File: config.mk
export PLATFORM = sky130hd
export DESIGN_NAME = ptc_pressure
export DESIGN_NICKNAME = d
export VERILOG_FILES = /design/src/design/ptc_pkg.sv /design/src/design/ptc_pressure.sv
export SDC_FILE = /design/constraint.sdc
export NUM_CORES = 2
export LEC_CHECK = 0
export ABC_AREA = 1
export ABC_CLOCK_PERIOD_IN_PS = 7400
export BUFFER_PORTS_ARGS = -buffer_cell sky130_fd_sc_hd__buf_4
export CORE_MARGIN = 2
export CORE_UTILIZATION = 59
export DETAILED_ROUTE_END_ITERATION = 8
export GPL_ROUTABILITY_DRIVEN = 0
export GPL_TIMING_DRIVEN = 0
export PLACE_DENSITY = 0.79
export SYNTH_ARGS = -nofsm -noshare
export SYNTH_HDL_FRONTEND = slang
export SYNTH_SLANG_ARGS = --single-unit
File: constraint.sdc
create_clock -name clk -period 7.4 [get_ports clk]
set_clock_uncertainty 0.1 [all_clocks]
set_input_delay 2.22 -clock clk [delete_from_list [all_inputs] [get_ports clk]]
set_output_delay 2.22 -clock clk [all_outputs]
set_load 0.02 [all_outputs]
File: src/design/ptc_pkg.sv
`default_nettype none
package ptc_pkg;

	// pipeline depth, input register through output register
	localparam int unsigned NUM_STAGES = 10;

	// config address width: six 32-bit registers at 4*i
	localparam int unsigned CFG_AW = 5;

	// datapath widths
	localparam int unsigned TW  = 20;	// temperature and its corrections
	localparam int unsigned WW  = 40;	// OFF and SENS terms
	localparam int unsigned TIW = 18;	// second-order temperature term Ti

	typedef enum logic [2:0] {
		REG_C1 = 3'd0,
		REG_C2 = 3'd1,
		REG_C3 = 3'd2,
		REG_C4 = 3'd3,
		REG_C5 = 3'd4,
		REG_C6 = 3'd5
	} reg_idx_t;

	typedef struct packed {
		logic [15:0] c1;
		logic [15:0] c2;
		logic [15:0] c3;
		logic [15:0] c4;
		logic [15:0] c5;
		logic [15:0] c6;
	} cal_t;

	// first-order terms, stage 3 -> stage 4
	typedef struct packed {
		logic signed [TW-1:0] temp;
		logic signed [WW-1:0] off;
		logic signed [WW-1:0] sens;
		logic [TIW-1:0]       ti_lo;
		logic [TIW-1:0]       ti_hi;
		logic [23:0]          d1;
	} first_t;

	// corrected terms, stage 6 -> stage 7
	typedef struct packed {
		logic signed [TW-1:0] temp;
		logic signed [WW-1:0] off;
		logic signed [WW-1:0] sens;
		logic [23:0]          d1;
	} second_t;

	localparam logic signed [TW-1:0] TEMP_REF  = TW'(2000);
	localparam logic signed [TW-1:0] B_OFS     = TW'(1500);
	// TEMP/100 < -15 (toward zero) is TEMP <= -1600
	localparam logic signed [TW-1:0] TEMP_VLOW = TW'(-1599);

	// signed divide by 2^sh, rounding toward zero
	function automatic logic signed [63:0] trunc_shift(input logic signed [63:0] x,
		input int unsigned sh);
		logic signed [63:0] bias;
		bias = x[63] ? ((64'sd1 <<< sh) - 64'sd1) : 64'sd0;
		return (x + bias) >>> sh;
	endfunction

endpackage
`default_nettype wire

File: src/design/ptc_pressure.sv
`default_nettype none
module ptc_pressure (
	input  wire logic              clk,
	input  wire logic [3:0]        en,
	input  wire ptc_pkg::second_t  so,
	output logic signed [31:0]     pressure_out,
	output logic signed [18:0]     temperature_out
);
	import ptc_pkg::*;

	localparam logic signed [63:0] SAT_HI = 64'sd2147483647;
	localparam logic signed [63:0] SAT_LO = -64'sd2147483648;

	// stage 7: D1*SENS2 split at bit 20 of SENS2
	logic [43:0]          pplo_s7;
	logic signed [44:0]   pphi_s7;
	logic signed [WW-1:0] off_s7;
	logic signed [TW-1:0] temp_s7;

	always_ff @(posedge clk) begin
		if (en[0]) begin
			pplo_s7 <= so.d1 * so.sens[19:0];
			pphi_s7 <= signed'({1'b0, so.d1}) * signed'(so.sens[WW-1:20]);
			off_s7  <= so.off;
			temp_s7 <= so.temp;
		end
	end

	// stage 8: recombine partial products
	logic signed [63:0]   prod_s8;
	logic signed [WW-1:0] off_s8;
	logic signed [TW-1:0] temp_s8;

	always_ff @(posedge clk) begin
		if (en[1]) begin
			prod_s8 <= (64'(pphi_s7) <<< 20) + {20'h00000, pplo_s7};
			off_s8  <= off_s7;
			temp_s8 <= temp_s7;
		end
	end

	// stage 9: /2^21 toward zero, minus OFF2
	logic signed [63:0]   q_c;
	logic signed [47:0]   diff_s9;
	logic signed [TW-1:0] temp_s9;

	assign q_c = trunc_shift(prod_s8, 21);

	always_ff @(posedge clk) begin
		if (en[2]) begin
			diff_s9 <= q_c[47:0] - 48'(off_s8);
			temp_s9 <= temp_s8;
		end
	end

	// stage 10: /2^13 toward zero, saturate; output register
	logic signed [63:0] p_c;
	logic signed [63:0] psat_c;
	logic signed [31:0] press_s10;
	logic signed [18:0] temp_s10;

	assign p_c = trunc_shift(64'(diff_s9), 13);

	always_comb begin
		if (p_c > SAT_HI) begin
			psat_c = SAT_HI;
		end else if (p_c < SAT_LO) begin
			psat_c = SAT_LO;
		end else begin
			psat_c = p_c;
		end
	end

	always_ff @(posedge clk) begin
		if (en[3]) begin
			press_s10 <= psat_c[31:0];
			temp_s10  <= temp_s9[18:0];
		end
	end

	assign pressure_out    = press_s10;
	assign temperature_out = temp_s10;

endmodule
`default_nettype wire

==> flow_metrics.env <==
export IMPL_status="finished, violations left"
export IMPL_violations="setup timing"
export IMPL_path_class="in -> reg"
export IMPL_ant_nets=0
export IMPL_via_per_inst=5.714
export IMPL_grt_pass1_vias=51326
export IMPL_path_buf_inv=6
export IMPL_cp_slowest_stage_delay_ns=0.57
export IMPL_finalCoreUtilization_pct=69.31
export IMPL_insertion_delay_ns=0.56
export IMPL_tritoncts="built"
export IMPL_num_rows=113
export IMPL_via_count=51515
export IMPL_grt_max_degree=104
export IMPL_clkSinkCount=384
export IMPL_hp_start="temp_s9[6]"
export IMPL_synth_area_top_cells="fa_1 28%, edfxtp_1 20%, nand2_1 15%"
export IMPL_worstPathArrival_ns=7.86
export IMPL_hold_path_class="reg -> reg"
export IMPL_route_detailed_drc=0
export IMPL_clkTransAtPathRegs_ns=0.06
export IMPL_grt_pass1_wl_mm=280.5
export IMPL_slew_violations=0
export IMPL_worstPathCellList="buf_4, clkbuf_8, nand2_1, fa_1, fa_1, inv_1, fa_2, fa_1, fa_1, fa_1, inv_2, fa_1, inv_2, ha_4, nand2_4, inv_1, nand2_2, nand3_4, a21oi_4, nand3_4, nand2_2, nand2_1, nand2_1, nand2_2"
export IMPL_finalSetupViolCount=50
export IMPL_worst_pin_slew_ns=1.011
export IMPL_synth_enable_flop_cells=384
export IMPL_crit_path_top_delay_cell="fa_1"
export IMPL_finalSetupTns_ns=-7.436
export IMPL_htree_levels=2
export IMPL_startpoint="so[41]"
export IMPL_areaGrowthSynthToFinish_pct=16.55
export IMPL_fillers=6983
export IMPL_port_buffers=154
export IMPL_ys_async_sr_fraction_pct=0
export IMPL_ys_seq_elements=384
export IMPL_layout_nets=9056
export IMPL_clockBufferDepth=3
export IMPL_yosys_most_used_dff="edfxtp_1"
export IMPL_netlist_instances=7382
export IMPL_slew_headroom_pct=32.60
export IMPL_fin_crit_ns=7.648
export IMPL_period_share_pct=103.3
export IMPL_critPathMaxFanout=10
export IMPL_chipWidth_um=313.2
export IMPL_yosysWarningCount=0
export IMPL_hold_depth=0
export IMPL_max_freq_mhz=130.8
export IMPL_ys_seq_area_share_pct=20.44
export IMPL_grt_setup_unrepaired="yes"
export IMPL_final_hold_viol_count=0
export IMPL_synth_distinct_cells=46
export IMPL_pre_cts_ws_ns=-1.372
export IMPL_maxCapViolCount=0
export IMPL_die_area_um2=98120
export IMPL_syn_area_um2=56420
export IMPL_finalWorstSetupSlack_ns=-0.2476
export IMPL_synth_top_area_share_pct=27.92
export IMPL_synthTopCellsByCount="2,319 x nand2_1, 1,970 x inv_1, 787 x fa_1, 428 x ha_1, 415 x nor2_1"
export IMPL_cts_buffers=36
export IMPL_cp_start_kind="primary input"
export IMPL_synth_nets=8726
export IMPL_drive_gt1_share_pct=14.41
export IMPL_pin_count=180
export IMPL_grt_usage_pct=37.60
export IMPL_cts_root_buf="clkbuf_16"
export IMPL_fin_area_um2=65760
export IMPL_synth_most_common_cell="nand2_1"
export IMPL_detail_route_first_pass_iterations=8
export IMPL_cp_data_required_time_ns=7.61
export IMPL_start_util_pct=59.47
export IMPL_crit_family="adder cells"
export IMPL_avgSynthCellArea_um2=7.643
export IMPL_cp_depth=24
export IMPL_coreArea_um2=94870
export IMPL_die_h_um=313.2
export IMPL_wl_mm=190.1
export IMPL_crit_path_end_kind="register"
export IMPL_yosys_area_top_type="fa_1"
export IMPL_place_hpwl_mm=143.9
export IMPL_hold_buffers=0
export IMPL_drt_iter0_markers=6511
export IMPL_r2r_start="prod_s8[63]"
export IMPL_dpl_cell_area_um2=60180
export IMPL_cpMostUsedCell="fa_1"
export IMPL_overflow=0
export IMPL_r2r_cells=23
export IMPL_grt_antenna_before_repair=5
export IMPL_wl_per_cell_um=21.09
[per-layer routing]
layer | vias to the layer above | track usage, % | wire [um]
li1 | 22407 | - | -
met1 | 23948 | 42.28 | 61670
met2 | 3844 | 59.26 | 82980
met3 | 1310 | 12.64 | 25500
met4 | 6 | 28.64 | 19880
met5 | - | 0.4352 | 93
[placed cells by master, fill, tap and decap left out, types with 11 or more instances in the layout]
cell type and count:
a21oi_1 128, a21oi_2 32, a21oi_4 13, and2_1 12, buf_12 25, buf_4 242, buf_6 43, buf_8 22
clkbuf_1 14, clkbuf_16 76, clkbuf_2 12, clkbuf_4 34, clkbuf_8 34, diode_2 11, edfxtp_1 384, fa_1 735
fa_2 52, ha_1 385, ha_2 13, ha_4 30, inv_1 1901, inv_2 86, nand2_1 2158, nand2_2 135
nand2_4 41, nand3_1 207, nand3_2 42, nand3b_1 14, nand4_1 70, nor2_1 349, nor2_2 44, nor2_4 43
nor3_1 35, nor3_2 17, o21ai_0 54, o21ai_1 14, o21bai_1 14, or2_2 13, xnor2_1 28, xor2_1 76
[logic make-up after synthesis]
logic type               Yosys count  share of synthesized area (%)
AO/OA/AOI/OAI                    291                          2.785
XOR/XNOR                         114                          1.783
adder cells (fa/ha/maj)         1215                          37.42
buffers and inverters           2168                          14.48
flip-flops                       384                          20.44
AND/OR/NAND/NOR                 3210                          23.10
[sequential cells by signal (all words and copies together), names as in the netlist]
register	flops
diff_s9	44
off_s7	40
off_s8	40
pphi_s7	44
pplo_s7	44
pressure_out	32
prod_s8	64
temp_s7	19
temp_s8	19
temp_s9	19
temperature_out	19
[final timing paths]
kind	to	slack, ns
min reg2reg	temperature_out[6]	0.32
max	pplo_s7[32]	-0.25
max reg2reg	diff_s9[40]	2.36
min	temperature_out[6]	0.32
[layout make-up]
class	instances	area, um2	area share, %
Inverter	1988	7466	11.35
Timing Repair Buffer	292	2695	4.098
Tap cell	1265	1583	2.407
Multi-Input combinational cell	4830	38960	59.24
Sequential cell	384	11530	17.54
Clock inverter	24	225.2	0.3425
Buffer	180	2355	3.581
Antenna cell	11	27.53	0.04186
Clock buffer	41	919.6	1.399
[stage by stage]
step                      std cells  hold WS, ns
after floorplan                7382       0.3003
after global placement         8801       0.3001
after detailed placement       8803       0.3045
after CTS                      8928       0.3181
after global routing           9006       0.3225
final                          9015       0.3164
[timing repair]
action                                  4_1_cts  5_1_grt
setup buffers                                57       74
gates resized for setup                     431      509
cloned                                        3        2
pin swaps                                   119      268
endpoints found under the setup margin       64       60
Power is left out: the tool's default activity adds up to more than one toggle a clock period on the data nets, which glitch-free logic cannot reach.
