File: config.mk
export PLATFORM = sky130hd
export DESIGN_NAME = ptc_pipe_ctrl
export DESIGN_NICKNAME = d
export VERILOG_FILES = /design/src/design/ptc_pkg.sv /design/src/design/ptc_pipe_ctrl.sv
export SDC_FILE = /design/constraint.sdc
export NUM_CORES = 1
export LEC_CHECK = 0
export BUFFER_PORTS_ARGS = -buffer_cell sky130_fd_sc_hd__buf_4
export CELL_PAD_IN_SITES_DETAIL_PLACEMENT = 1
export CELL_PAD_IN_SITES_GLOBAL_PLACEMENT = 1
export CORE_UTILIZATION = 30
export CTS_BUF_LIST = sky130_fd_sc_hd__clkbuf_16
export DETAILED_ROUTE_END_ITERATION = 12
export MAX_ROUTING_LAYER = met4
export PLACE_DENSITY = 0.74
export SYNTH_ARGS = -nofsm -noshare
export SYNTH_HDL_FRONTEND = slang
export SYNTH_SLANG_ARGS = --single-unit
File: constraint.sdc
create_clock -name clk -period 1.99 [get_ports clk]
set_input_delay 0.398 -clock clk [delete_from_list [all_inputs] [get_ports clk]]
set_output_delay 0.398 -clock clk [all_outputs]
set_load 0.01 [all_outputs]
File: src/design/ptc_pkg.sv
`default_nettype none
package ptc_pkg;

	// pipeline depth, input register through output register
	localparam int unsigned NUM_STAGES = 10;

	// config address width: six 32-bit registers at 4*i
	localparam int unsigned CFG_AW = 5;

	// datapath widths
	localparam int unsigned TW  = 20;	// temperature and its corrections
	localparam int unsigned WW  = 40;	// OFF and SENS terms
	localparam int unsigned TIW = 18;	// second-order temperature term Ti

	typedef enum logic [2:0] {
		REG_C1 = 3'd0,
		REG_C2 = 3'd1,
		REG_C3 = 3'd2,
		REG_C4 = 3'd3,
		REG_C5 = 3'd4,
		REG_C6 = 3'd5
	} reg_idx_t;

	typedef struct packed {
		logic [15:0] c1;
		logic [15:0] c2;
		logic [15:0] c3;
		logic [15:0] c4;
		logic [15:0] c5;
		logic [15:0] c6;
	} cal_t;

	// first-order terms, stage 3 -> stage 4
	typedef struct packed {
		logic signed [TW-1:0] temp;
		logic signed [WW-1:0] off;
		logic signed [WW-1:0] sens;
		logic [TIW-1:0]       ti_lo;
		logic [TIW-1:0]       ti_hi;
		logic [23:0]          d1;
	} first_t;

	// corrected terms, stage 6 -> stage 7
	typedef struct packed {
		logic signed [TW-1:0] temp;
		logic signed [WW-1:0] off;
		logic signed [WW-1:0] sens;
		logic [23:0]          d1;
	} second_t;

	localparam logic signed [TW-1:0] TEMP_REF  = TW'(2000);
	localparam logic signed [TW-1:0] B_OFS     = TW'(1500);
	// TEMP/100 < -15 (toward zero) is TEMP <= -1600
	localparam logic signed [TW-1:0] TEMP_VLOW = TW'(-1599);

	// signed divide by 2^sh, rounding toward zero
	function automatic logic signed [63:0] trunc_shift(input logic signed [63:0] x,
		input int unsigned sh);
		logic signed [63:0] bias;
		bias = x[63] ? ((64'sd1 <<< sh) - 64'sd1) : 64'sd0;
		return (x + bias) >>> sh;
	endfunction

endpackage
`default_nettype wire

File: src/design/ptc_pipe_ctrl.sv
`default_nettype none
module ptc_pipe_ctrl (
	input  wire logic                             clk,
	input  wire logic                             arst_n,
	input  wire logic                             s_tvalid,
	input  wire logic                             m_tready,
	output logic                                  s_tready,
	output logic                                  m_tvalid,
	output logic [ptc_pkg::NUM_STAGES-1:0]        en
);
	import ptc_pkg::*;

	logic [NUM_STAGES-1:0] vld_q;
	logic [NUM_STAGES-1:0] vld_nxt;
	logic [NUM_STAGES-1:0] shifted;
	logic [NUM_STAGES-1:0] lowfill;

	// stage k may load when any stage from k to the end is empty,
	// or the output beat is being taken
	always_comb begin
		for (int k = 0; k < NUM_STAGES; k++) begin
			lowfill = (NUM_STAGES'(1) << k) - NUM_STAGES'(1);
			en[k]   = m_tready || !(&(vld_q | lowfill));
		end
	end

	assign shifted = {vld_q[NUM_STAGES-2:0], s_tvalid};

	always_comb begin
		for (int k = 0; k < NUM_STAGES; k++) begin
			vld_nxt[k] = en[k] ? shifted[k] : vld_q[k];
		end
	end

	always_ff @(posedge clk or negedge arst_n) begin
		if (!arst_n) begin
			vld_q <= '0;
		end else begin
			vld_q <= vld_nxt;
		end
	end

	assign s_tready = en[0];
	assign m_tvalid = vld_q[NUM_STAGES-1];

`ifndef SYNTHESIS
	logic in_fire, out_fire;
	assign in_fire  = s_tvalid && s_tready;
	assign out_fire = m_tvalid && m_tready;

	a_occ_inc: assert property (@(posedge clk) disable iff (!arst_n)
		(in_fire && !out_fire) |=> $countones(vld_q) == $past($countones(vld_q)) + 1)
		else $error("occupancy did not grow on input-only beat");

	a_occ_dec: assert property (@(posedge clk) disable iff (!arst_n)
		(!in_fire && out_fire) |=> $countones(vld_q) == $past($countones(vld_q)) - 1)
		else $error("occupancy did not shrink on output-only beat");

	a_occ_same: assert property (@(posedge clk) disable iff (!arst_n)
		(in_fire == out_fire) |=> $countones(vld_q) == $past($countones(vld_q)))
		else $error("occupancy changed without a matching beat");

	a_full_block: assert property (@(posedge clk) disable iff (!arst_n)
		(!m_tready && (&vld_q)) |-> !s_tready)
		else $error("input taken while every stage is full and stalled");

	a_entry: assert property (@(posedge clk) disable iff (!arst_n)
		in_fire |=> vld_q[0])
		else $error("accepted beat missing from first stage");
`endif

endmodule
`default_nettype wire

==> key figures <==
Outcome
  – Status: complete, no violations

Detailed routing
  – DR pass1 iterations: 1
  – Via count: slightly below 400
  – Routed WL per cell: between 10 and 15 µm
  – DRT iter0 DRCs: 0
  – Antenna Violating Nets Remaining: 0
  – Vias per inst: 5.307
  – DRC viols: 0
  – WL final: about 980 µm

Setup path
  – RR Endpoint: vld_q[5]
  – Flop2flop setup slack: around 840 ps
  – CP max FO: 6
  – Worst Setup SP: vld_q[9]
  – CP required: around 1600 ps
  – R2r startpoint: vld_q[9]
  – Critical Path Sink: s_tready
  – Startpoint types: register
  – Register-to-Register Path Depth: 3
  – Crit end category: output pin
  – Critical path data arrival time: between 1500 and 2000 ps
  – CP Class: reg2out

Timing
  – Clock skew: 1.082 ps
  – Slew headroom: a little under 80%
  – Minimum clock period: 1933 ps
  – Worst Max-Slew Pin Slew: 320.8 ps
  – Final hold vios: 0
  – Max Freq: roughly 520 MHz
  – Final setup TNS: 0 ps
  – Final WS setup: 57.12 ps
  – Endpoints failing setup: 0
  – Max Slew Vio Count: 0
  – RSZ-0062 raised after global routing: true
  – Final period utilization: a little over nine tenths

Power and ir drop
  – Comb pwr share: approximately 24%
  – Int Pwr: ~0.59 mW
  – Total Power: 0.8288 mW
  – Clock network fraction of total power: 42.6%
  – Power Density: between 1000 and 1500 mW/mm²
  – P_leak: between 0.3 and 0.4 nW
  – Net Switching: 0.2338 mW
  – Sequential share of power: 33.2%
  – Maximum vdd drop: just over 0.8 mV
  – Sw Share: between 20 and 30%

Synthesis
  – Syn. warnings: 0
  – Mapped Area: between 400 and 500 µm²
  – Post-synth top area cell: dfrtp_1
  – Post-synthesis cell count: 42
  – Mean Syn Cell Area: about 11 µm²
  – Seq/Total Area, Yosys: a little under three fifths
  – Syn nets: between 40 and 50
  – Synth top area share: a little under three fifths
  – Count of different cell masters after synthesis: 17
  – Synthesized flop and latch total: 10
  – Ranking of synthesized cells by area: dfrtp_1 56%, a41o_1 4.4%, nand3_1 4.4%, nand2b_1 4.2%, a31o_2 3.9%

Global route
  – Grt ovf: 0
  – First-pass GRT wire length: ~1.5 mm
  – Initial antenna violation count: 0
  – Largest net degree at the start of global routing: 13
  – Vias in the first global route: around 370
  – GRT Overall Usage: approximately 16%

Layout
  – Biggest regs: vld_q x10
  – Most flops, register: vld_q
  – N_diodes: 0
  – Area of the multi-input gates: approximately 180 µm²
  – Final Util: about half
  – Area growth from synthesis to layout: 48.06%
  – Fillers: approximately 160
  – Share of cells above drive strength 1: approximately two fifths
  – Final non-filler cell total: 75
  – Max reg flops: 10
  – Sequential Area: between 200 and 300 µm²
  – Final net count: 65

Worst hold path
  – Hold crit path type: in2reg

Floorplanning
  – Core area: between 0.001 and 0.0015 mm²
  – FP Rows: 13
  – Io pins: 16
  – Die Wd: approximately 41 µm
  – Chip height: roughly 41 µm
  – Initial Util: between 30% and 40%
  – Die ar.: about 0.0017 mm²

Clocking
  – CTS Sinks: 10
  – Clock Tree Buf Depth: 2
  – CTS tree: done
  – Clock buffer count from CTS: 3
  – Post-CTS Setup Bufs: 0
  – Clock root buffer: clkbuf_16
  – Skew-Pair Late Insertion Delay: 230 ps
  – CTS clk-pin slew, worst paths: ~40 ps
  – H-tree Lvls: 1

Flow run
  – Max-Cap Viols: 0

Placement
  – Placement Setup Slack: just over 80 ps
  – Final Wtd Congestion: 0.7828
  – Number of instances in the placed design: 70
  – Detailed placement HPWL: 705.1 µm
  – Port Buffers: 15
-- worst max-delay path, cell delays in order (launching register included) --
cell     delay (ps)
dfrtp_1         360
and3b_2         210
inv_2            60
or4_4           510
buf_4           160
-- cells in the mapped netlist --
cell       n
nand4_1    2
nand2b_1   3
clkbuf_1   2
a31o_2     2
inv_1      2
and3b_2    1
nand3_1    4
and2_1     1
and3_1     1
inv_2      1
a41o_1     2
or4_1      2
a21o_1     2
dfrtp_1   10
buf_4      1
o41ai_1    2
nand2_1    4
-- per-stage QoR --
| stage | instance area [µm²] | hold WS, ps |
|---|---|---|
| floorplan | 450.4 | 102.4 |
| global placement | 574.3 | 234.3 |
| detailed placement | 574.3 | 233.4 |
| CTS | 663.1 | 356.1 |
| global route | 666.9 | 366.9 |
| finish | 666.9 | 354.3 |
-- kinds of logic (layout without fill, tap and decap cells) --
family,after synthesis,in the layout,synth area share [%]
buf+inv,6,24,5.834
compound gates,8,8,15.56
flops,10,10,55.56
simple gates,18,18,23.06
-- power groups by stage --
stage | Sequential (mW) | Combinational (mW) | Clock [mW]
2_1_floorplan | 0.267 | 0.126 | 0
3_3_place_gp | 0.276 | 0.200 | 0
3_5_place_dp | 0.276 | 0.201 | 0
4_1_cts | 0.274 | 0.204 | 0.362
5_1_grt | 0.280 | 0.228 | 0.375
6_report | 0.275 | 0.201 | 0.353
-- timing repair --
item	CTS	global route
endpoints found under the hold margin	10	0
endpoints found under the setup margin	0	3
gates resized for setup	0	1
hold buffers	1	0
-- cells in the final DEF (no fill, tap or decap) --
cell,count
a21o_1,2
a31o_2,2
a41o_1,2
and2_1,1
and3_1,1
and3b_2,1
buf_4,16
clkbuf_16,3
clkinv_1,1
dfrtp_1,10
dlygate4sd3_1,1
inv_1,2
inv_2,1
nand2_1,4
nand2b_1,3
nand3_1,4
nand4_1,2
o41ai_1,2
or4_1,1
or4_4,1
-- worst min-delay path by stage --
stage / startpoint / to / slack, ps / cells past startpoint
floorplan: arst_n / vld_q[0] / 100 / 0
global placement: arst_n / vld_q[9] / 230 / 1
detailed placement: arst_n / vld_q[9] / 230 / 1
CTS: s_tvalid / vld_q[0] / 360 / 3
global route: s_tvalid / vld_q[0] / 370 / 3
finish: s_tvalid / vld_q[0] / 350 / 3
-- cell type report --
| type | instances | share of cell area (%) |
|---|---|---|
| flip-flops and latches | 10 | 37.52 |
| repair buffers | 17 | 19.51 |
| inverters | 3 | 1.689 |
| clock inverters | 1 | 0.5629 |
| clock buffers | 3 | 11.26 |
| well taps | 15 | 2.814 |
| multi-input cells | 26 | 26.64 |
-- routing by layer --
layer	track usage [%]	vias to the layer above	wire length [µm]
li1	-	190	-
met1	15.10	193	389
met2	25.40	10	518
met3	8.152	5	53
met4	7.500	0	16
met5	-	-	0
Note: power is estimated with default switching activity, not from simulation.
