**src/design/ptc_pkg.sv**
```systemverilog
`default_nettype none
package ptc_pkg;

	// pipeline depth, input register through output register
	localparam int unsigned NUM_STAGES = 10;

	// config address width: six 32-bit registers at 4*i
	localparam int unsigned CFG_AW = 5;

	// datapath widths
	localparam int unsigned TW  = 20;	// temperature and its corrections
	localparam int unsigned WW  = 40;	// OFF and SENS terms
	localparam int unsigned TIW = 18;	// second-order temperature term Ti

	typedef enum logic [2:0] {
		REG_C1 = 3'd0,
		REG_C2 = 3'd1,
		REG_C3 = 3'd2,
		REG_C4 = 3'd3,
		REG_C5 = 3'd4,
		REG_C6 = 3'd5
	} reg_idx_t;

	typedef struct packed {
		logic [15:0] c1;
		logic [15:0] c2;
		logic [15:0] c3;
		logic [15:0] c4;
		logic [15:0] c5;
		logic [15:0] c6;
	} cal_t;

	// first-order terms, stage 3 -> stage 4
	typedef struct packed {
		logic signed [TW-1:0] temp;
		logic signed [WW-1:0] off;
		logic signed [WW-1:0] sens;
		logic [TIW-1:0]       ti_lo;
		logic [TIW-1:0]       ti_hi;
		logic [23:0]          d1;
	} first_t;

	// corrected terms, stage 6 -> stage 7
	typedef struct packed {
		logic signed [TW-1:0] temp;
		logic signed [WW-1:0] off;
		logic signed [WW-1:0] sens;
		logic [23:0]          d1;
	} second_t;

	localparam logic signed [TW-1:0] TEMP_REF  = TW'(2000);
	localparam logic signed [TW-1:0] B_OFS     = TW'(1500);
	// TEMP/100 < -15 (toward zero) is TEMP <= -1600
	localparam logic signed [TW-1:0] TEMP_VLOW = TW'(-1599);

	// signed divide by 2^sh, rounding toward zero
	function automatic logic signed [63:0] trunc_shift(input logic signed [63:0] x,
		input int unsigned sh);
		logic signed [63:0] bias;
		bias = x[63] ? ((64'sd1 <<< sh) - 64'sd1) : 64'sd0;
		return (x + bias) >>> sh;
	endfunction

endpackage
`default_nettype wire

```
**src/design/ptc_second_order.sv**
```systemverilog
`default_nettype none
module ptc_second_order (
	input  wire logic             clk,
	input  wire logic [2:0]       en,
	input  wire ptc_pkg::first_t  fo,
	output ptc_pkg::second_t      so
);
	import ptc_pkg::*;

	// stage 4: branch select and squares of (TEMP-2000), (TEMP+1500)
	logic signed [TW-1:0]   a_c, b_c;
	logic signed [2*TW-1:0] asq_c, bsq_c;
	logic [35:0]            asq_s4, bsq_s4;
	logic                   low_s4, vlow_s4;
	logic [TIW-1:0]         ti_s4;
	logic signed [TW-1:0]   temp_s4;
	logic signed [WW-1:0]   off_s4, sens_s4;
	logic [23:0]            d1_s4;

	assign a_c   = fo.temp - TEMP_REF;
	assign b_c   = fo.temp + B_OFS;
	assign asq_c = a_c * a_c;
	assign bsq_c = b_c * b_c;

	always_ff @(posedge clk) begin
		if (en[0]) begin
			asq_s4  <= asq_c[35:0];
			bsq_s4  <= bsq_c[35:0];
			low_s4  <= fo.temp < TEMP_REF;
			vlow_s4 <= fo.temp < TEMP_VLOW;
			ti_s4   <= (fo.temp < TEMP_REF) ? fo.ti_lo : fo.ti_hi;
			temp_s4 <= fo.temp;
			off_s4  <= fo.off;
			sens_s4 <= fo.sens;
			d1_s4   <= fo.d1;
		end
	end

	// stage 5: OFFi, SENSi, corrected TEMP
	logic [WW-1:0]        a3, a5, b7, b4;
	logic [WW-1:0]        offi_c, sensi_c;
	logic [WW-1:0]        offi_s5, sensi_s5;
	logic signed [TW-1:0] temp_s5;
	logic signed [WW-1:0] off_s5, sens_s5;
	logic [23:0]          d1_s5;

	always_comb begin
		a3 = WW'({asq_s4, 1'b0}) + WW'(asq_s4);
		a5 = WW'({asq_s4, 2'b00}) + WW'(asq_s4);
		b7 = WW'({bsq_s4, 3'b000}) - WW'(bsq_s4);
		b4 = WW'({bsq_s4, 2'b00});
		if (low_s4) begin
			offi_c  = (a3 >> 1) + (vlow_s4 ? b7 : '0);
			sensi_c = (a5 >> 3) + (vlow_s4 ? b4 : '0);
		end else begin
			offi_c  = WW'(asq_s4 >> 4);
			sensi_c = '0;
		end
	end

	always_ff @(posedge clk) begin
		if (en[1]) begin
			offi_s5  <= offi_c;
			sensi_s5 <= sensi_c;
			temp_s5  <= temp_s4 - signed'(TW'(ti_s4));
			off_s5   <= off_s4;
			sens_s5  <= sens_s4;
			d1_s5    <= d1_s4;
		end
	end

	// stage 6: OFF2, SENS2
	logic signed [WW-1:0] off_s6, sens_s6;
	logic signed [TW-1:0] temp_s6;
	logic [23:0]          d1_s6;

	always_ff @(posedge clk) begin
		if (en[2]) begin
			off_s6  <= off_s5 - signed'(offi_s5);
			sens_s6 <= sens_s5 - signed'(sensi_s5);
			temp_s6 <= temp_s5;
			d1_s6   <= d1_s5;
		end
	end

	always_comb begin
		so.temp = temp_s6;
		so.off  = off_s6;
		so.sens = sens_s6;
		so.d1   = d1_s6;
	end

endmodule
`default_nettype wire

```
**config.mk**
```make
export PLATFORM = sky130hd
export DESIGN_NAME = ptc_second_order
export DESIGN_NICKNAME = d
export VERILOG_FILES = /design/src/design/ptc_pkg.sv /design/src/design/ptc_second_order.sv
export SDC_FILE = /design/constraint.sdc
export NUM_CORES = 2
export LEC_CHECK = 0
export ABC_AREA = 1
export BUFFER_PORTS_ARGS = -buffer_cell sky130_fd_sc_hd__buf_2
export CAP_MARGIN = 20
export CORE_MARGIN = 4
export CORE_UTILIZATION = 50
export DETAILED_ROUTE_END_ITERATION = 10
export PLACE_DENSITY = 0.72
export REMOVE_ABC_BUFFERS = 1
export SLEW_MARGIN = 20
export SYNTH_ARGS = -nofsm -noshare
export SYNTH_HDL_FRONTEND = slang
export SYNTH_SLANG_ARGS = --single-unit
```
**constraint.sdc**
```tcl
create_clock -name clk -period 18.9 [get_ports clk]
set_input_delay 4.725 -clock clk [delete_from_list [all_inputs] [get_ports clk]]
set_output_delay 4.725 -clock clk [all_outputs]
set_load 0.05 [all_outputs]
```
==> results.yml <==
sta:
  slew_headroom: 0.323
  max_freq_mhz: 74.6
  finalCritPeriodShare: 0.709
  fin_skew_ps: 30.7
  tightest_slew_ps: 1020
  finalSetupViolCount: 0
  fin_setup_tns_ps: 0
  rsz0062_at_grt: "no"
  hold_viol_final: 0
  drv_slew: 0
  min_period_ps: 13410
critical_path:
  crit_cells: 34
  cp.required_ps: 19270
  critPathBufInv: 10
  cp_max_fo: 27
  cpMaxStageDelayCell: "buf_2"
  critPathLaunch: "fo[142]"
  crit_path_start_kind: "input port"
  slowest_delay_ps: 660
  rr_worst_depth: 23
  critPathCapture: "bsq_s4[31]"
  critPathKind: "input port to flop"
  cp_data_arrival_time_ps: 13780
  cp_top_family: "adder cells"
  rr_startpoint: "asq_s4[2]"
  timing.rr.end: "offi_s5[35]"
  r2r_slack_ps: 13550
  cp-end-kind: "flop"
clock_network:
  clockBufferDepth: 3
  holdBufCountCts: 0
  cts-root-buf: "clkbuf_16"
  cts_setup_buffers: 0
  cts_tree: "done"
  cts_max_level: 2
  clk_latency_ps: 650
  cts_made_buffers: 55
  ctsResizeCount: 0
  clk_pin_slew_ps: 60
  clock_sinks: 538
place:
  io_buffers: 287
  dp_hpwl_mm: 147
  globalplace.congestion: 0.992
die:
  start_util: 0.505
  ioPinCount: 288
  die_x_um: 354
  die-height_um: 354
  row_count: 126
  core-area_um2: 118000
  die_area_um2: 125000
synthesis:
  yosysWarnings: 0
  synth-seq-area-share: 0.270
  ys_ff_latch: 538
  synth.area.top_cells: "edfxtp_1, fa_1, ha_1, inv_1, nand2_1"
  synth.most_common_cell: "inv_1"
  synth.lib_cells_used.distinct: 67
  netlist_area_um2: 59800
  synthTopCellsByCount: "inv_1, nand2_1, nor2_1, fa_1, edfxtp_1"
  synth_area_per_cell_um2: 8.78
  ys.flop_type: "edfxtp_1"
  syn_inst: 6806
  synth_edf_count: 538
  synth_top_cell_area_share: 0.270
  synth_top_cell_by_area: "edfxtp_1"
  synthArstFlopShare: 0
outcome:
  status: "completed"
detailed_routing:
  remaining_drc_errors: 0
  vias: 46900
  via_per_inst: 5.36
  ant_nets: 0
  first_iter_violations: 3735
  dr.pass1.iters: 6
  wire_per_inst_um: 20.2
  drt-total-wl_mm: 176
finish:
  drive_gt1_frac: 0.0727
  areaGrowthSynthToFinish_pct: 8.57
  nets: 8440
run:
  maxCapViolCount: 0
global_route:
  grt_pass1_wl_mm: 273
  grt_remaining_overflow: 0
  antenna_found_initial: 6
  grt_usage: 0.281
  grt_pass1_vias: 48500
  grt_max_degree: 82
worst_hold_path:
  hp-class: "flop to flop"
[logic make-up after synthesis]
kind of cell / after synthesis / synth area share
fa+ha+maj: 1180 / 0.337
compound gates: 989 / 0.0944
flops: 538 / 0.270
mux: 18 / 0.00396
buf+inv: 1620 / 0.103
simple gates: 2172 / 0.149
xor+xnor: 288 / 0.0428
other cells: 1 / 0.0000627
[layout make-up]
type,instances,area [µm²]
Tap cell,1600,2000
Clock inverter,43,445
Inverter,1540,5780
Clock buffer,59,1390
Sequential cell,538,16200
Timing Repair Buffer,313,1650
Antenna cell,2,5.00
Fill cell,10900,53500
Multi-Input combinational cell,4648,37500
[flip-flops by register name, indices dropped and copies added (netlist names)]
register  cells
sens_s4      40
sensi_s5     39
temp_s6      20
ti_s4        18
off_s6       40
bsq_s4       33
temp_s5      20
vlow_s4       1
low_s4        1
sens_s6      40
d1_s4        24
off_s5       40
off_s4       40
temp_s4      19
asq_s4       35
sens_s5      40
d1_s5        24
d1_s6        24
offi_s5      40
[worst reg2reg max path: stages, from the launching register on]
cell and delay, ps:
edfxtp_1 760, inv_1 310, ha_1 290, nand2_1 70, inv_1 50, o21ai_0 130, nand2_1 140, a21oi_1 250
o21ai_1 170, a21oi_1 270, o21bai_1 140, a21oi_1 560, ha_1 320, nand2_1 120, nor2_1 250, inv_1 100
nor3_1 430, nand3_1 170, nand3_1 220, nand3_1 100, nand2_1 90, nand2_1 50, nand2_1 50, nor2_1 50
[layout by cell type (no fill, tap or decap), drive strengths merged, types with 2 or more instances in the layout]
cell      synthesis  final
inv            1537   1540
nand2          1024   1024
nor2            805    805
fa              713    713
edfxtp          538    538
ha              467    467
a21oi           432    432
buf              33    312
o21ai           290    290
nand3           185    185
xor2            185    185
xnor2           103    103
a31oi            62     62
nor3             62     62
clkbuf           47     60
a21o             59     59
o21bai           44     44
nand4            39     39
clkinv            3     34
o21a             25     25
nor4             25     25
o211ai           18     18
mux2             18     18
a21boi           17     17
or2              11     11
a221oi           10     10
and3              9      9
o2111ai           8      8
a211oi            7      7
o221ai            6      6
bufinv            0      6
nand3b            5      5
o31ai             5      5
and2              3      3
clkinvlp          0      3
diode             0      2
or3b              2      2
nor3b             2      2
[per-stage QoR]
step | utilization | std cells | setup WS, ps | cell area [µm²] | hold slack (ps)
floorplan | - | 6726 | 7090 | 59400 | 400
global placement | 0.533 | 8639 | 5220 | 63100 | 400
detailed placement | 0.533 | 8639 | 4980 | 63100 | 405
CTS | 0.548 | 8741 | 5630 | 64900 | 412
global route | 0.548 | 8741 | 5050 | 64900 | 413
finish | 0.548 | 8743 | 5490 | 64900 | 404
[worst min path at each step]
stage,end,cells after the start,slack (ps),startpoint
6_report,temp_s6[5],0,400,temp_s5[5]
5_1_grt,temp_s6[6],0,410,temp_s5[6]
4_1_cts,temp_s6[6],0,410,temp_s5[6]
3_5_place_dp,d1_s5[17],0,400,d1_s4[17]
3_3_place_gp,d1_s6[20],0,400,d1_s5[20]
2_1_floorplan,d1_s5[0],0,400,d1_s4[0]
[per-layer routing]
| metal | track usage | vias to the layer above | wire (µm) |
|---|---|---|---|
| met1 | 0.364 | 22800 | 72600 |
| met2 | 0.485 | 1630 | 84800 |
| li1 | - | 22200 | - |
| met5 | 0 | - | 39 |
| met4 | 0.102 | 6 | 7480 |
| met3 | 0.0380 | 333 | 11300 |
Power is not shown: default switching activity piles up to over one toggle a cycle in this logic, so the estimate is an artifact.
