[src/design/ptc_pkg.sv]
`default_nettype none
package ptc_pkg;

	// pipeline depth, input register through output register
	localparam int unsigned NUM_STAGES = 10;

	// config address width: six 32-bit registers at 4*i
	localparam int unsigned CFG_AW = 5;

	// datapath widths
	localparam int unsigned TW  = 20;	// temperature and its corrections
	localparam int unsigned WW  = 40;	// OFF and SENS terms
	localparam int unsigned TIW = 18;	// second-order temperature term Ti

	typedef enum logic [2:0] {
		REG_C1 = 3'd0,
		REG_C2 = 3'd1,
		REG_C3 = 3'd2,
		REG_C4 = 3'd3,
		REG_C5 = 3'd4,
		REG_C6 = 3'd5
	} reg_idx_t;

	typedef struct packed {
		logic [15:0] c1;
		logic [15:0] c2;
		logic [15:0] c3;
		logic [15:0] c4;
		logic [15:0] c5;
		logic [15:0] c6;
	} cal_t;

	// first-order terms, stage 3 -> stage 4
	typedef struct packed {
		logic signed [TW-1:0] temp;
		logic signed [WW-1:0] off;
		logic signed [WW-1:0] sens;
		logic [TIW-1:0]       ti_lo;
		logic [TIW-1:0]       ti_hi;
		logic [23:0]          d1;
	} first_t;

	// corrected terms, stage 6 -> stage 7
	typedef struct packed {
		logic signed [TW-1:0] temp;
		logic signed [WW-1:0] off;
		logic signed [WW-1:0] sens;
		logic [23:0]          d1;
	} second_t;

	localparam logic signed [TW-1:0] TEMP_REF  = TW'(2000);
	localparam logic signed [TW-1:0] B_OFS     = TW'(1500);
	// TEMP/100 < -15 (toward zero) is TEMP <= -1600
	localparam logic signed [TW-1:0] TEMP_VLOW = TW'(-1599);

	// signed divide by 2^sh, rounding toward zero
	function automatic logic signed [63:0] trunc_shift(input logic signed [63:0] x,
		input int unsigned sh);
		logic signed [63:0] bias;
		bias = x[63] ? ((64'sd1 <<< sh) - 64'sd1) : 64'sd0;
		return (x + bias) >>> sh;
	endfunction

endpackage
`default_nettype wire

[src/design/ptc_cfg_regs.sv]
`default_nettype none
module ptc_cfg_regs (
	input  wire logic                        clk,
	input  wire logic                        arst_n,
	input  wire logic                        psel,
	input  wire logic                        penable,
	input  wire logic                        pwrite,
	input  wire logic [ptc_pkg::CFG_AW-1:0]  paddr,
	input  wire logic [31:0]                 pwdata,
	output logic [31:0]                      prdata,
	output logic                             pready,
	output ptc_pkg::cal_t                    cal
);
	import ptc_pkg::*;

	cal_t     cal_q;
	reg_idx_t idx;
	logic     wr_en;

	assign pready = 1'b1;
	assign idx    = reg_idx_t'(paddr[4:2]);
	assign wr_en  = psel && penable && pwrite && pready;
	assign cal    = cal_q;

	always_ff @(posedge clk or negedge arst_n) begin
		if (!arst_n) begin
			cal_q <= '0;
		end else if (wr_en) begin
			unique case (idx)
				REG_C1: cal_q.c1 <= pwdata[15:0];
				REG_C2: cal_q.c2 <= pwdata[15:0];
				REG_C3: cal_q.c3 <= pwdata[15:0];
				REG_C4: cal_q.c4 <= pwdata[15:0];
				REG_C5: cal_q.c5 <= pwdata[15:0];
				REG_C6: cal_q.c6 <= pwdata[15:0];
				default: ;
			endcase
		end
	end

	always_comb begin
		unique case (idx)
			REG_C1: prdata = {16'h0000, cal_q.c1};
			REG_C2: prdata = {16'h0000, cal_q.c2};
			REG_C3: prdata = {16'h0000, cal_q.c3};
			REG_C4: prdata = {16'h0000, cal_q.c4};
			REG_C5: prdata = {16'h0000, cal_q.c5};
			REG_C6: prdata = {16'h0000, cal_q.c6};
			default: prdata = '0;
		endcase
	end

endmodule
`default_nettype wire

[config.mk]
export PLATFORM = sky130hd
export DESIGN_NAME = ptc_cfg_regs
export DESIGN_NICKNAME = d
export VERILOG_FILES = /design/src/design/ptc_pkg.sv /design/src/design/ptc_cfg_regs.sv
export SDC_FILE = /design/constraint.sdc
export NUM_CORES = 1
export LEC_CHECK = 0
export ABC_AREA = 1
export BUFFER_PORTS_ARGS = -buffer_cell sky130_fd_sc_hd__buf_4
export CAP_MARGIN = 15
export CELL_PAD_IN_SITES_DETAIL_PLACEMENT = 0
export CELL_PAD_IN_SITES_GLOBAL_PLACEMENT = 1
export CORE_ASPECT_RATIO = 1.5
export CORE_MARGIN = 2
export CORE_UTILIZATION = 35
export DETAILED_ROUTE_END_ITERATION = 12
export PLACE_DENSITY = 0.9
export RECOVER_POWER = 100
export SYNTH_ARGS = -nofsm -noshare
export SYNTH_HDL_FRONTEND = slang
export SYNTH_SLANG_ARGS = --single-unit
[constraint.sdc]
create_clock -name clk -period 1 [get_ports clk]
set_clock_uncertainty 0.05 [all_clocks]
set_input_delay 0.05 -clock clk [delete_from_list [all_inputs] [get_ports clk]]
set_output_delay 0.05 -clock clk [all_outputs]
set_load 0.02 [all_outputs]
==> results of run 1 <==
-- cell families (layout without fill, tap and decap cells) --
kind of cell,count (synthesis),count (layout)
DFF,96,96
AOI/OAI and AO/OA,106,106
other,2,17
and+or+nand+nor,322,322
buffers and inverters,95,359
-- layout make-up --
class | count | area [um^2]
Fill cell | 1184 | 5430
Clock buffer | 11 | 243
Timing Repair Buffer | 307 | 3240
Clock inverter | 5 | 80.1
Inverter | 36 | 140
Multi-Input combinational cell | 445 | 2280
Sequential cell | 96 | 2400
Tap cell | 192 | 240
-- metal layers --
| metal | vias up | track usage [%] | routed length, um | part of all wire, % |
|---|---|---|---|---|
| met4 | 0 | 9.87 | 613 | 3.2 |
| met3 | 37 | 3.14 | 843 | 4.5 |
| met5 | - | 0 | 0 | 0 |
| met2 | 207 | 45.3 | 10400 | 55 |
| li1 | 2561 | - | - | - |
| met1 | 2635 | 27.5 | 7030 | 37 |
-- power by group through the flow --
stage	clock network, mW	registers [mW]	logic, mW
after global routing	3.95	5.32	7.15
final	3.79	5.27	6.72
after detailed placement	0	5.21	5.21
after global placement	0	5.19	5.15
after CTS	3.81	5.25	6.42
after floorplan	0	6.09	1.35
-- worst max-delay path by stage --
stage                         from            endpoint  slack, ns  cells after the start
2_1_floorplan             paddr[4]          prdata[15]      0.003                      8
3_3_place_gp              paddr[2]  cal[5]$_DFFE_PN0P_      -0.21                      6
3_5_place_dp              paddr[2]  cal[9]$_DFFE_PN0P_      -0.24                      6
4_1_cts        cal[29]$_DFFE_PN0P_          prdata[13]      -0.38                      5
5_1_grt        cal[29]$_DFFE_PN0P_          prdata[13]      -0.45                      5
6_report       cal[29]$_DFFE_PN0P_          prdata[13]      -0.41                      5
-- stage by stage --
stage / std cells / worst slack, ns / cell area [um^2]
2_1_floorplan: 636 / 0.00310 / 5150
3_3_place_gp: 1023 / -0.209 / 7170
3_5_place_dp: 1023 / -0.243 / 7170
4_1_cts: 1068 / -0.380 / 8460
5_1_grt: 1092 / -0.449 / 8630
6_report: 1092 / -0.412 / 8630
-- critical path, cell delays in order (launching register included) --
cell,delay [ns]
dfrtp_1,0.45
nand3_2,0.11
nand2_2,0.06
nor2_4,0.14
nand2_2,0.07
buf_6,0.13
-- layout by cell type (no fill, tap or decap) --
cell type and count:
nand3_1 34, o21ai_0 61, conb_1 17, o21ai_2 15, buf_8 1, nand4_1 38, nand2_4 2, nand2_2 23
clkbuf_4 1, clkbuf_8 1, a21oi_1 6, clkbuf_1 13, buf_6 188, nand3_4 2, buf_12 18, dfrtp_2 1
nor3_2 1, dlygate4sd3_1 17, nor2_4 7, inv_1 31, nor2_1 12, inv_4 2, nand3_2 6, inv_2 3
clkinv_2 1, dfrtp_1 95, o21ai_1 20, a21oi_2 4, clkinvlp_4 2, bufinv_16 2, nor2_8 3, buf_4 69
clkbuf_16 9, nor2_2 11, nand2_1 183, clkbuf_2 1
-- timing repair --
item / CTS / global route
resized for setup: 194 / 68
hold buffers: 17 / 0
pin swaps: 61 / 19
hold endpoints to repair: 188 / 0
setup endpoints to repair: 107 / 113
setup buffers: 32 / 51
==> metrics.md, run 1 <==
| Metric | Value |
|---|---|
| Largest net degree at the start of global routing | between 40 and 50 |
| Element type at the critical path end | primary output |
| Residual DRC | 0 |
| Critical Path Start Type | register |
| Hold slack | 0.144 ns |
| Multiplexer share of the synthesized area | 0% |
| Skew-Pair Late Insertion Delay | approximately 0.35 ns |
| Gr usage total | roughly 24% |
| First-pass DRT Iterations | 4 |
| CP arrival | about 1.3 ns |
| Row cnt | 53 |
| Placer Congestion | slightly below 0.9 |
| Pwr dens | 1830 nW/um^2 |
| Synth warn | 0 |
| RSZ-0062 raised after global routing | yes |
| Synth Area in Compound Gates | about an eighth |
| Tcrit/Tclk final | 141% |
| Final setup viols | 99 |
| Setup TNS | -14.11 ns |
| Number of port buffers | roughly 140 |
| Synth top area share | about 47% |
| Post-Route WL | between 15000 and 20000 um |
| Reg2reg end | cal[38]$_DFFE_PN0P_ |
| Top FF cell, synth | dfrtp_1 |
| Post-synthesis cell count | 621 |
| Die width | a little over 100 um |
| Fin. Hold Viols | 0 |
| Sw Ratio | approximately a third |
| Cell Int Power | 10.4 mW |
| Routed vias/inst | ~5.0 |
| WP data required | ~0.90 ns |
| Max Cap Viol | 0 |
| Vias in the first global route | approximately 5400 |
| Antenna Cells | 0 |
| Switching pwr | 5.37 mW |
| Largest area contributor in the netlist | dfrtp_1 |
| Die height | between 150 and 200 um |
| Combinational family with the most area after synthesis | simple AND/OR/NAND/NOR gates |
| Ranking of synthesized cells by area | dfrtp_1 47%, nand2_1 15%, o21ai_0 6.2%, nand4_1 4.7%, nand3_1 3.9% |
| Htree depth | 3 |
| Syn Std Cell Area | 5060 um^2 |
| Worst ir drop on vdd | 1120 uV |
| DP HPWL | between 10000 and 15000 um |
| Post-synth top cells | 205 x nand2_1, 96 x dfrtp_1, 63 x o21ai_0 |
| First-pass GRT wire length | 28300 um |
| Worst-Margin Slew | just over 0.5 ns |
| Routed vias | ~5400 |
| Slew Limit Headroom | 66.2% |
| #FFs+latches synth | between 90 and 100 |
| Failing checks | setup timing |
| Post-synthesis sequential area ratio | a little under half |
| Root Driver | clkbuf_16 |
| Leakage | between 4 and 5 nW |
| Area growth from synthesis to layout | 70.4% |
| Reg clk slew, reported paths | 0.07 ns |
| Die area | roughly 15000 um^2 |
| Reg power frac | 33.4% |
| Final WS setup | -0.412 ns |
| Fin crit period | 1.41 ns |
| Mapped Avg Cell Area | slightly above 8 um^2 |
| Most frequent cell after synthesis | nand2_1 |
| Final-stage net count | 937 |
| Pins Over Slew Limit | 0 |
| Power Total | ~16 mW |
| Share of cells above drive strength 1 | about two fifths |
| Reg2reg setup slack | around 0.02 ns |
| TritonCTS Sinks | 96 |
| TritonCTS clock tree | built |
| Combinational Power Share | between 40% and 50% |
| Initial Util | 36.0% |
| Asr flop ratio synth | 100% |
| Worst reg2reg path startpoint | cal[38]$_DFFE_PN0P_ |
| Post-synth EDFFs | 0 |
| Outcome | finished, violations left |
| Post-Synth XOR/XNOR Area | 0% |
| R2R depth | 5 |
| Type of the worst min-delay path | in -> async |
| Clock power share | 24.0% |
| Kind of critical path | reg -> out |
| Final ANT Viol Nets | 0 |
| Post-synthesis simple-gate area fraction | 29.7% |
| Largest fanout on the critical path | 2 |
| Adder-Cell Fraction of Synth Area | 0% |
| Gr ovfl total | 0 |
| IO Pins | ~170 |
| Max reg flops | 96 |
| Initial antenna violation count | 0 |
| Routed len/inst | 17.3 um |
| Clk buf depth | 2 |
| Core box area | between 10000 and 15000 um^2 |
| CTS buffer count | 9 |
| DR iter-0 viols | 303 |
| Post-synth cell types | 24 |
| Util after Layout | between 60% and 70% |
| Fmax | 708 MHz |
Note: power is estimated with default switching activity, not from simulation.
==> inputs of run 2 (changes only) <==
Settings changed: SETUP_SLACK_MARGIN set to 0.5.
==> metrics.md, run 2 (synthesis results as in run 1) <==
| Metric | Value |
|---|---|
| Post-placement cell area | 7250 um^2 (was 7170 um^2) |
| Largest net degree at the start of global routing | 27 (was 44) |
| Initial Util | 36.0% (unchanged) |
| Gr ovfl total | 0 (unchanged) |
| Final instance area | 9100 um^2 (was 8630 um^2) |
| Row cnt | 53 (unchanged) |
| Commonest non-fill, non-tap cell in the layout | buf_6 (unchanged) |
| Outcome | finished, violations left (unchanged) |
| Slew Limit Headroom | 57.2% (was 66.2%) |
| Failing checks | hold timing, setup timing (was setup timing) |
| Fin. Hold Viols | 114 (was 0) |
| RSZ-0062 raised after global routing | yes (unchanged) |
| Max reg flops | 96 (unchanged) |
| Htree depth | 3 (unchanged) |
| Routed len/inst | 18.4 um (was 17.3 um) |
| Final-stage net count | 953 (was 937) |
| First-pass DRT Iterations | 5 (was 4) |
| Crit-path slowest cell | dfrtp_2 (was dfrtp_1) |
| Root Driver | clkbuf_16 (unchanged) |
| Clk buf depth | 2 (unchanged) |
| Final WS setup | -0.412 ns (about the same) |
| Worst-Margin Slew | 0.642 ns (was 0.506 ns) |
| Pwr dens | 1750 nW/um^2 (was 1830 nW/um^2) |
| Antenna Cells | 0 (unchanged) |
| Met3 wire length | 1090 um (was 843 um) |
| Tcrit/Tclk final | 141% (about the same) |
| Reg clk slew, reported paths | 0.06 ns (was 0.07 ns) |
| Routed vias | 5655 (was 5440) |
| Vias in the first global route | 5499 (was 5382) |
| Kind of critical path | reg -> out (unchanged) |
| Skew-Pair Late Insertion Delay | 0.36 ns (was 0.35 ns) |
| Fin crit period | 1.41 ns (about the same) |
| CTS buffer count | 9 (unchanged) |
| Pins Over Slew Limit | 0 (unchanged) |
| Area growth from synthesis to layout | 79.8% (was 70.4%) |
| Hold slack | -0.354 ns (was 0.144 ns) |
| Number of port buffers | 135 (unchanged) |
| Die area | 15500 um^2 (unchanged) |
| Critical Path Start Type | register (unchanged) |
| Initial antenna violation count | 0 (unchanged) |
| TritonCTS Sinks | 96 (unchanged) |
| Share of cells above drive strength 1 | 57.5% (was 41.4%) |
| Util after Layout | 64.7% (was 61.4%) |
| Worst ir drop on vdd | 1200 uV (was 1120 uV) |
| Highest-count cells in the layout ignoring fill and taps | 203 x buf_6, 163 x nand2_1, 76 x dfrtp_2 (was 188 x buf_6, 183 x nand2_1, 95 x dfrtp_1) |
| Sum of buffers and inverters on the critical path | 2 (was 1) |
| CP Cell Sequence | inv_1 > nor2_1 > a21oi_1 > nand2_2 > buf_6 (was nand3_2 > nand2_2 > nor2_4 > nand2_2 > buf_6) |
| Power Total | 15.9 mW (was 15.8 mW) |
| Gr usage total | 25.8% (was 24.3%) |
| Register area | 2500 um^2 (was 2400 um^2) |
| Core box area | 14100 um^2 (unchanged) |
| Routed vias/inst | 5.10 (was 4.98) |
| Layout fillers | 1106 (was 1184) |
| Top Metal Used | met4 (unchanged) |
| Max Cap Viol | 0 (unchanged) |
| DR iter-0 viols | 274 (was 303) |
| Area taken by multi-input logic gates | 2520 um^2 (was 2280 um^2) |
| Type of the worst min-delay path | in -> async (unchanged) |
| Largest fanout on the critical path | 2 (unchanged) |
| Die width | 102 um (unchanged) |
| CP arrival | 1.31 ns (about the same) |
| Element type at the critical path end | primary output (unchanged) |
| Final ANT Viol Nets | 0 (unchanged) |
| Wire length on met2 | 11100 um (was 10400 um) |
| Met1 WL | 7120 um (was 7030 um) |
| Crit-path max cell delay | 0.42 ns (was 0.45 ns) |
| CP delay by family, top | flip-flops (unchanged) |
| IO Pins | 171 (unchanged) |
| Post-Route WL | 20400 um (was 18900 um) |
| TritonCTS clock tree | built (unchanged) |
| First-pass GRT wire length | 30000 um (was 28300 um) |
| WP data required | 0.90 ns (about the same) |
| Leakage | 4.46 nW (was 4.45 nW) |
| Final setup viols | 130 (was 99) |
| DP HPWL | 13500 um (was 13300 um) |
| Fmax | 708 MHz (about the same) |
| Residual DRC | 0 (unchanged) |
| Placer Congestion | 0.872 (was 0.893) |
| Die height | 151 um (unchanged) |
## run 2: where the power goes
group	switching (mW)	leakage [nW]	internal [mW]
sequential	0.696	1.13	4.73
clock	1.60	0.125	1.70
combinational	3.40	3.20	3.76
total	5.70	4.46	10.2
## run 2: metal layers
metal  global-route usage, %  vias up
li1                        -     2591
met1                    28.6     2706
met2                    46.9      281
met3                    3.32       77
met4                    14.0        0
met5                       0        -
## run 2: repair_timing
item,in CTS,in global routing
gates cloned,6,0
hold endpoints to repair,191,179
buffers inserted,22,43
pin swaps,107,58
gates resized for setup,281,96
endpoints found under the setup margin,208,208
## run 2: per-stage QoR
step	hold slack (ns)	worst slack (ns)	TNS, ns	std cells
after CTS	-0.432	-0.399	-15.01	1065
after detailed placement	-0.0608	-0.244	-18.87	1021
final	-0.354	-0.412	-19.09	1108
after floorplan	-0.296	0.0743	0	636
after global routing	-0.316	-0.453	-23.31	1108
after global placement	-0.0625	-0.224	-16.81	1021
## run 2: worst register-to-register path: cells and delay by family, from the launching register on
kind | cells | cell delay [ns]
buffers and inverters | 4 | 0.43
AOI/OAI and AO/OA | 1 | 0.04
DFF | 1 | 0.43
and+or+nand+nor | 1 | 0.05
## run 2: final cells by class
type	count	area share [%]
clock buffer	10	2.52
clock inverter	6	0.495
inverter	36	1.88
multi-input combinational	447	27.7
sequential	96	27.4
tap	192	2.64
timing repair buffer	321	37.3
## run 2: path summary, 6_finish.rpt
check,to,start,slack [ns],cells past startpoint
setup / recovery,prdata[10],cal[42]$_DFFE_PN0P_,-0.41,5
hold / removal,cal[24]$_DFFE_PN0P_,arst_n,-0.35,1
setup reg to reg,cal[11]$_DFFE_PN0P_,cal[11]$_DFFE_PN0P_,-0.11,6
hold reg to reg,cal[67]$_DFFE_PN0P_,cal[67]$_DFFE_PN0P_,0.48,2
max in group asynchronous,cal[61]$_DFFE_PN0P_,arst_n,0.16,2
min in group clk,cal[20]$_DFFE_PN0P_,pwdata[4],-0.11,3
